File: src/rtl/lfu_pkg.sv
// ----------------------------------------------------------------------------
// lfu_pkg: shared types and constants for the LFU page replacement block
// Sizes of the frame table and the fields, and the control and status
// bundles that pass between controller and datapath.
// ----------------------------------------------------------------------------
package lfu_pkg;

   localparam int FRAMES      = 8;
   localparam int FRAME_BITS  = 3;
   localparam int PAGE_BITS   = 16;
   localparam int COUNT_BITS  = 16;
   localparam int TOTAL_BITS  = 32;
   localparam int CFG_BITS    = 4;

   localparam int REQ_DATA_BITS = 16;
   localparam int RSP_DATA_BITS = 56;

   localparam logic [CFG_BITS-1:0] CFG_RESET = CFG_BITS'(FRAMES);

   typedef struct packed {
      logic start;    // capture a new page and restart the scan
      logic step;     // examine the frame under the scan index
      logic commit;   // update the table and load the result word
   } lfu_cmd_type;

   typedef struct packed {
      logic scan_last;   // scan index is on the last frame in use
   } lfu_status_type;

endpackage

File: src/rtl/lfu_ctrl.sv
// ----------------------------------------------------------------------------
// lfu_ctrl: sequencer for the LFU page replacement block
// Accepts a request word, steps the frame scan and commits the update
// once the result register is free.
// ----------------------------------------------------------------------------
module lfu_ctrl (
   input  logic                   clock,
   input  logic                   reset,
   input  logic                   req_tvalid,
   output logic                   req_tready,
   output logic                   rsp_tvalid,
   input  logic                   rsp_tready,
   input  lfu_pkg::lfu_status_type status,
   output lfu_pkg::lfu_cmd_type    cmd
);
   import lfu_pkg::*;

   localparam logic [1:0] ST_IDLE   = 2'd0;
   localparam logic [1:0] ST_SCAN   = 2'd1;
   localparam logic [1:0] ST_UPDATE = 2'd2;

   logic [1:0] state_ff, state_in;
   logic       rsp_valid_ff, rsp_valid_in;
   logic       out_free;

   assign req_tready = (state_ff == ST_IDLE);
   assign rsp_tvalid = rsp_valid_ff;
   assign out_free   = !rsp_valid_ff || rsp_tready;

   always_comb begin
      state_in   = state_ff;
      cmd.start  = 1'b0;
      cmd.step   = 1'b0;
      cmd.commit = 1'b0;
      unique case (state_ff)
         ST_IDLE: begin
            if (req_tvalid) begin
               cmd.start = 1'b1;
               state_in  = ST_SCAN;
            end
         end
         ST_SCAN: begin
            cmd.step = 1'b1;
            if (status.scan_last) begin
               state_in = ST_UPDATE;
            end
         end
         ST_UPDATE: begin
            // hold until the previous result word has gone
            if (out_free) begin
               cmd.commit = 1'b1;
               state_in   = ST_IDLE;
            end
         end
         default: begin
            state_in = ST_IDLE;
         end
      endcase
   end

   always_comb begin
      rsp_valid_in = rsp_valid_ff;
      if (rsp_tready) begin
         rsp_valid_in = 1'b0;
      end
      if (cmd.commit) begin
         rsp_valid_in = 1'b1;
      end
   end

   always_ff @(posedge clock) begin
      if (reset) begin
         state_ff     <= ST_IDLE;
         rsp_valid_ff <= 1'b0;
      end else begin
         state_ff     <= state_in;
         rsp_valid_ff <= rsp_valid_in;
      end
   end

endmodule

File: src/rtl/lfu_dpath.sv
// ----------------------------------------------------------------------------
// lfu_dpath: frame table, scan registers and result register
// One frame is examined per step for a match and for the smallest count;
// the commit writes the chosen frame and builds the result word.
// ----------------------------------------------------------------------------
module lfu_dpath (
   input  logic                                 clock,
   input  logic                                 reset,
   input  logic                                 csr_we,
   input  logic [lfu_pkg::CFG_BITS-1:0]         csr_wdata,
   input  logic [lfu_pkg::REQ_DATA_BITS-1:0]    req_tdata,
   output logic [lfu_pkg::RSP_DATA_BITS-1:0]    rsp_tdata,
   input  lfu_pkg::lfu_cmd_type                 cmd,
   output lfu_pkg::lfu_status_type              status
);
   import lfu_pkg::*;

   // frame table
   logic [PAGE_BITS-1:0]  page_tab_ff  [FRAMES];
   logic [COUNT_BITS-1:0] count_tab_ff [FRAMES];
   logic [FRAMES-1:0]     valid_ff;

   logic [CFG_BITS-1:0]   cfg_ff;
   logic [FRAME_BITS-1:0] last_idx;

   // scan state
   logic [FRAME_BITS-1:0] idx_ff;
   logic [PAGE_BITS-1:0]  page_ff;
   logic                  found_ff;
   logic [FRAME_BITS-1:0] match_idx_ff;
   logic [COUNT_BITS-1:0] match_cnt_ff;
   logic [COUNT_BITS-1:0] best_cnt_ff;
   logic [FRAME_BITS-1:0] best_idx_ff;
   logic                  best_valid_ff;
   logic [PAGE_BITS-1:0]  best_page_ff;
   logic [TOTAL_BITS-1:0] total_ff;
   logic [RSP_DATA_BITS-1:0] rsp_data_ff;

   logic                  rd_valid;
   logic [PAGE_BITS-1:0]  rd_page;
   logic [COUNT_BITS-1:0] rd_count;
   logic                  take_match;
   logic                  take_min;

   logic [FRAME_BITS-1:0] sel;
   logic [COUNT_BITS-1:0] hit_count;
   logic [TOTAL_BITS-1:0] total_in;
   logic                  ev_valid;
   logic [PAGE_BITS-1:0]  ev_page;

   // clamp the frame count into 1..FRAMES, kept as the last index
   always_comb begin
      if (cfg_ff == '0) begin
         last_idx = '0;
      end else if (cfg_ff > CFG_RESET) begin
         last_idx = FRAME_BITS'(FRAMES - 1);
      end else begin
         last_idx = FRAME_BITS'(cfg_ff - CFG_BITS'(1));
      end
   end

   assign status.scan_last = (idx_ff == last_idx);

   // an empty frame reads as count zero
   assign rd_valid   = valid_ff[idx_ff];
   assign rd_page    = page_tab_ff[idx_ff];
   assign rd_count   = rd_valid ? count_tab_ff[idx_ff] : '0;
   assign take_match = !found_ff && rd_valid && (rd_page == page_ff);
   assign take_min   = (idx_ff == '0) || (rd_count < best_cnt_ff);

   assign sel       = found_ff ? match_idx_ff : best_idx_ff;
   assign hit_count = (match_cnt_ff == '1) ? match_cnt_ff
                                           : match_cnt_ff + COUNT_BITS'(1);
   assign total_in  = (found_ff || total_ff == '1) ? total_ff
                                                   : total_ff + TOTAL_BITS'(1);
   assign ev_valid  = !found_ff && best_valid_ff;
   assign ev_page   = ev_valid ? best_page_ff : '0;

   assign rsp_tdata = rsp_data_ff;

   always_ff @(posedge clock) begin
      if (reset) begin
         cfg_ff   <= CFG_RESET;
         valid_ff <= '0;
         total_ff <= '0;
      end else begin
         if (csr_we) begin
            cfg_ff <= csr_wdata;
         end
         if (cmd.commit) begin
            total_ff <= total_in;
            if (!found_ff) begin
               valid_ff[sel] <= 1'b1;
            end
         end
      end
   end

   always_ff @(posedge clock) begin
      if (cmd.start) begin
         page_ff  <= req_tdata[PAGE_BITS-1:0];
         idx_ff   <= '0;
         found_ff <= 1'b0;
      end
      if (cmd.step) begin
         idx_ff <= idx_ff + FRAME_BITS'(1);
         if (take_match) begin
            found_ff     <= 1'b1;
            match_idx_ff <= idx_ff;
            match_cnt_ff <= rd_count;
         end
         if (take_min) begin
            best_cnt_ff   <= rd_count;
            best_idx_ff   <= idx_ff;
            best_valid_ff <= rd_valid;
            best_page_ff  <= rd_page;
         end
      end
      if (cmd.commit) begin
         if (found_ff) begin
            count_tab_ff[sel] <= hit_count;
         end else begin
            page_tab_ff[sel]  <= page_ff;
            count_tab_ff[sel] <= COUNT_BITS'(1);
         end
         rsp_data_ff <= {3'b000, total_in, ev_page, ev_valid, sel, found_ff};
      end
   end

endmodule

File: src/rtl/lfu_page_replacement.sv
// ----------------------------------------------------------------------------
// lfu_page_replacement: least frequently used page replacement table
// Requests are taken one at a time: the frame scan examines one frame per
// cycle over the N frames in use (N = frames in use), then the update state
// writes the table once the output register is free, and the block is ready again.
// A finished result waits in the output register while the next request runs.
// Reset (synchronous): all frames empty, fault total zero, frame count 8.
// ----------------------------------------------------------------------------
module lfu_page_replacement (
   input  logic                              clock,
   input  logic                              reset,
   input  logic                              csr_we,
   input  logic [lfu_pkg::CFG_BITS-1:0]      csr_wdata,   // frames_in_use
   input  logic                              req_tvalid,
   output logic                              req_tready,
   input  logic [lfu_pkg::REQ_DATA_BITS-1:0] req_tdata,   // [15:0] page
   output logic                              rsp_tvalid,
   input  logic                              rsp_tready,
   // [0] hit, [3:1] frame, [4] evicted_valid, [20:5] evicted_page,
   // [52:21] fault_count, [55:53] zero
   output logic [lfu_pkg::RSP_DATA_BITS-1:0] rsp_tdata
);
   import lfu_pkg::*;

   lfu_cmd_type    cmd;
   lfu_status_type status;

   lfu_ctrl u_ctrl (
      .clock      (clock),
      .reset      (reset),
      .req_tvalid (req_tvalid),
      .req_tready (req_tready),
      .rsp_tvalid (rsp_tvalid),
      .rsp_tready (rsp_tready),
      .status     (status),
      .cmd        (cmd)
   );

   lfu_dpath u_dpath (
      .clock     (clock),
      .reset     (reset),
      .csr_we    (csr_we),
      .csr_wdata (csr_wdata),
      .req_tdata (req_tdata),
      .rsp_tdata (rsp_tdata),
      .cmd       (cmd),
      .status    (status)
   );

endmodule

File: config.mk
export PLATFORM = sky130hd
export DESIGN_NAME = lfu_page_replacement
export DESIGN_NICKNAME = d
export VERILOG_FILES = /design/src/rtl/lfu_pkg.sv /design/src/rtl/lfu_ctrl.sv /design/src/rtl/lfu_dpath.sv /design/src/rtl/lfu_page_replacement.sv
export SDC_FILE = /design/constraint.sdc
export NUM_CORES = 1
export LEC_CHECK = 0
export BUFFER_PORTS_ARGS = -buffer_cell sky130_fd_sc_hd__buf_4
export CAP_MARGIN = 25
export CORE_ASPECT_RATIO = 1.4
export CORE_MARGIN = 3
export CORE_UTILIZATION = 33
export CTS_BUF_LIST = sky130_fd_sc_hd__clkbuf_2 sky130_fd_sc_hd__clkbuf_4 sky130_fd_sc_hd__clkbuf_8
export CTS_CLUSTER_SIZE = 40
export DETAILED_ROUTE_END_ITERATION = 10
export HOLD_SLACK_MARGIN = 0.1
export SETUP_SLACK_MARGIN = 0.05
export SLEW_MARGIN = 20
export SYNTH_ARGS = -nofsm -noshare
export SYNTH_HDL_FRONTEND = slang
export SYNTH_SLANG_ARGS = --single-unit
File: constraint.sdc
create_clock -name clock -period 12 [get_ports clock]
set_input_delay 0.6 -clock clock [delete_from_list [all_inputs] [get_ports clock]]
set_output_delay 0.6 -clock clock [all_outputs]
set_load 0.01 [all_outputs]
==> results.sh <==
export IMPL_syn_to_final_growth_pct=17.38
export IMPL_synth_seq_area_share_pct=69.95
export IMPL_hold_viol=0
export IMPL_cap_violations=0
export IMPL_skew_ns=0.03530
export IMPL_rsz0062_at_grt="no"
export IMPL_vias=9963
export IMPL_die_x_um=202.9
export IMPL_nets=1348
export IMPL_grt_usage_pct=13.38
export IMPL_grt_ovfl_total=0
export IMPL_drc_errors=0
export IMPL_maxSlewHeadroom_pct=34.61
export IMPL_die_h_um=281.6
export IMPL_ios=83
export IMPL_synth_seq_cells=434
export IMPL_path_clk_slew_ns=0.06
export IMPL_cts_max_level=3
export IMPL_critPathMaxFanout=36
export IMPL_synth_area_per_cell_um2=15.46
export IMPL_clk_insertion_delay_late_ns=0.64
export IMPL_endpoint_kind="flip-flop"
export IMPL_numCtsBuffers=70
export IMPL_grt_pass1_vias=10407
export IMPL_dieArea_um2=57120
export IMPL_cts_root_buf="clkbuf_8"
export IMPL_yosys_warnings=0
export IMPL_tightest_slew_ns=0.9799
export IMPL_p_leak_nw=7.301
export IMPL_cts_hold_buf=14
export IMPL_cts_setup_buffers=0
export IMPL_drt_iter0_markers=593
export IMPL_max_freq_mhz=230.4
export IMPL_combPwrFrac_pct=9.8
export IMPL_critPathArrivalTime_ns=4.65
export IMPL_fin_worst_hold_slack_ns=0.1459
export IMPL_fin_ws_ns=7.659
export IMPL_fin_crit_sh_pct=36.18
export IMPL_fin_crit_ns=4.341
export IMPL_ant_nets=0
export IMPL_drive_gt1_share_pct=22.40
export IMPL_peakVddDrop_v=0.00006755
export IMPL_row_count=100
export IMPL_first_pass_iters=5
export IMPL_switchingPower_uw=815.2
export IMPL_min_path_type="primary input to flip-flop"
export IMPL_synthArstFlopShare_pct=0
export IMPL_startpoint_type="flip-flop"
export IMPL_cts_resized=0
export IMPL_setup_tns_ns=0
export IMPL_setup_viol=0
export IMPL_p_int_mw=2.559
export IMPL_start_util_pct=33.51
export IMPL_critical_path_required_ns=12.31
export IMPL_syn_area_um2=17900
export IMPL_antenna_found_initial=1
export IMPL_grt_pass1_wl_mm=58.96
export IMPL_final_max_slew_viol_count=0
export IMPL_gp_congestion=0.7993
export IMPL_dp_hpwl_mm=23.69
export IMPL_grt_max_degree=57
export IMPL_dp_slack_ns=7.575
export IMPL_cts_tree="done"
export IMPL_avgRoutedWirePerCell_um=18.47
export IMPL_pwr_share_seq_pct=51.7
export IMPL_yosysUniqueCellTypes=61
export IMPL_synth_cells=1158
export IMPL_synth_edf_count=383
export IMPL_crit_type="flip-flop to flip-flop"
export IMPL_synth_main_ff_cell="edfxtp_1"
export IMPL_power_density_nw_per_um2=160.5
export IMPL_clockBufferDepth=3
export IMPL_port_buffers=79
export IMPL_viasPerCell=4.808
export IMPL_p_clk_share_pct=38.5
export IMPL_wl_mm=38.26
export IMPL_core_um2=53430
export IMPL_cts_sinks=434
export IMPL_switching_share_pct=24.16
export IMPL_status="finished clean"
## path summary, 6_finish.rpt
path                       startpoint                 endpoint  slack (ns)  cells past startpoint
setup / recovery            flip-flop  u_dpath.best_cnt_ff[10]        7.66                     11
hold / removal           req_tdata[4]       u_dpath.page_ff[4]        0.15                      1
setup reg to reg            flip-flop  u_dpath.best_cnt_ff[10]        7.66                     11
hold reg to reg   u_dpath.valid_ff[1]      u_dpath.valid_ff[1]        0.47                      2
## registers in the layout (all words and copies together), names as in the netlist, named ones only
name	flops
u_dpath.rsp_tdata	53
u_dpath.count_tab_ff	128
u_dpath.page_tab_ff	128
u_ctrl.state_ff	2
u_dpath.found_ff	1
u_dpath.match_idx_ff	3
u_ctrl.rsp_tvalid	1
u_dpath.total_ff	32
u_dpath.best_idx_ff	3
u_dpath.cfg_ff	4
u_dpath.valid_ff	8
u_dpath.match_cnt_ff	16
u_dpath.best_cnt_ff	16
u_dpath.page_ff	16
u_dpath.best_page_ff	16
u_dpath.best_valid_ff	1
u_dpath.idx_ff	3
## through the flow
| step | power [mW] | cell area, µm² | std cells | utilization (%) |
|---|---|---|---|---|
| finish | 3.374 | 21010 | 2072 | 39.33 |
| global placement | 2.105 | 19430 | 1931 | 36.37 |
| detailed placement | 2.111 | 19430 | 1931 | 36.37 |
| CTS | 3.425 | 21010 | 2071 | 39.33 |
| global route | 3.518 | 21010 | 2072 | 39.33 |
| floorplan | 2.001 | 17910 | 1160 | - |
## critical path: stages (launching register included)
cell	delay [ns]
dfxtp_4	0.58
buf_4	0.65
mux4_2	0.59
mux2i_1	0.23
nor2_1	0.11
ha_1	0.33
nand4_1	0.11
nor2_1	0.13
nand2_1	0.08
a2111oi_0	0.78
a211oi_4	0.03
buf_4	0.35
## area by class of cell
cell class                      count  area (µm²)
Antenna cell                        1       2.502
Clock buffer                      100        1220
Clock inverter                     26       221.5
Fill cell                        4929       32410
Inverter                           36       135.1
Multi-Input combinational cell    642        5082
Sequential cell                   434       12530
Tap cell                          714       893.4
Timing Repair Buffer              119       928.4
## power by group through the flow
stage / Sequential [mW] / Combinational, mW / Clock (mW)
3_3_place_gp: 1.77 / 0.331 / 0
6_report: 1.74 / 0.332 / 1.30
5_1_grt: 1.75 / 0.363 / 1.41
2_1_floorplan: 1.75 / 0.252 / 0
4_1_cts: 1.74 / 0.339 / 1.34
3_5_place_dp: 1.78 / 0.334 / 0
## layer usage
metal  share of wire, %  global-route usage (%)  vias to the layer above
met2                 51                   23.31                      227
met5                  0                       0                        -
met3                4.1                   2.448                       66
met4                2.9                   5.902                        0
met1                 42                   16.29                     4988
li1                   -                       -                     4682
## placed cells by master, fill, tap and decap left out, types with 8 or more instances in the layout
master / instances
and2_1: 21
nor2b_1: 12
inv_1: 33
clkinv_2: 8
nand2b_1: 8
dfxtp_1: 48
and4_1: 11
clkbuf_4: 25
clkbuf_8: 75
xnor2_1: 34
dlygate4sd3_1: 14
nor3_1: 34
or2_2: 8
mux4_2: 47
buf_4: 105
nand4_1: 24
mux2i_1: 63
edfxtp_1: 383
mux2_2: 11
nor2_1: 127
nand2_1: 37
o21ai_0: 11
a21oi_1: 22
xor2_1: 43
a21o_1: 9
nand3_1: 20
clkinv_1: 10
ha_1: 20
## cells in the mapped netlist (3+ instances only)
cell      instances  area, µm²
edfxtp_1        383      11500
nor2_1          127      476.7
mux2i_1          63      630.6
dfxtp_1          51       1021
mux4_2           47       1059
xor2_1           43      376.6
nor3_1           39      195.2
nand2_1          37      138.9
inv_1            34      127.6
xnor2_1          34      297.8
clkbuf_1         25      93.84
nand4_1          24      150.1
a21oi_1          22      110.1
and2_1           21      131.4
ha_1             20      250.2
nand3_1          20      100.1
nor2b_1          12      75.07
and4_1           11      96.34
mux2_2           11      123.9
o21ai_0          11      55.05
buf_1            10      37.54
a21o_1            9      67.56
buf_2             8      40.04
nand2b_1          8      50.05
or2_2             8      50.05
a22o_1            5      43.79
a22oi_1           5      37.54
and3b_1           5      43.79
o22ai_1           5      31.28
and3_1            4      25.02
mux2_1            4      45.04
nor4_1            4      25.02
and4b_1           3      30.03
buf_4             3      22.52
o31ai_1           3      22.52
or3_1             3      18.77
or4_1             3      22.52
## cells by family (layout without fill, tap and decap cells)
logic type                 Yosys count  after routing  share of synthesized area [%]
DFF                                434            434                          69.95
and+or+nand+nor                    336            336                          9.484
muxes                              125            125                          10.38
buffers and inverters               84            281                          1.964
AOI/OAI and AO/OA                   81             81                          3.040
xor gates and xnor gates            77             77                          3.767
adders and majority gates           20             20                          1.398
other                                1              4                        0.02095
Note: power is estimated with default switching activity, not from simulation.
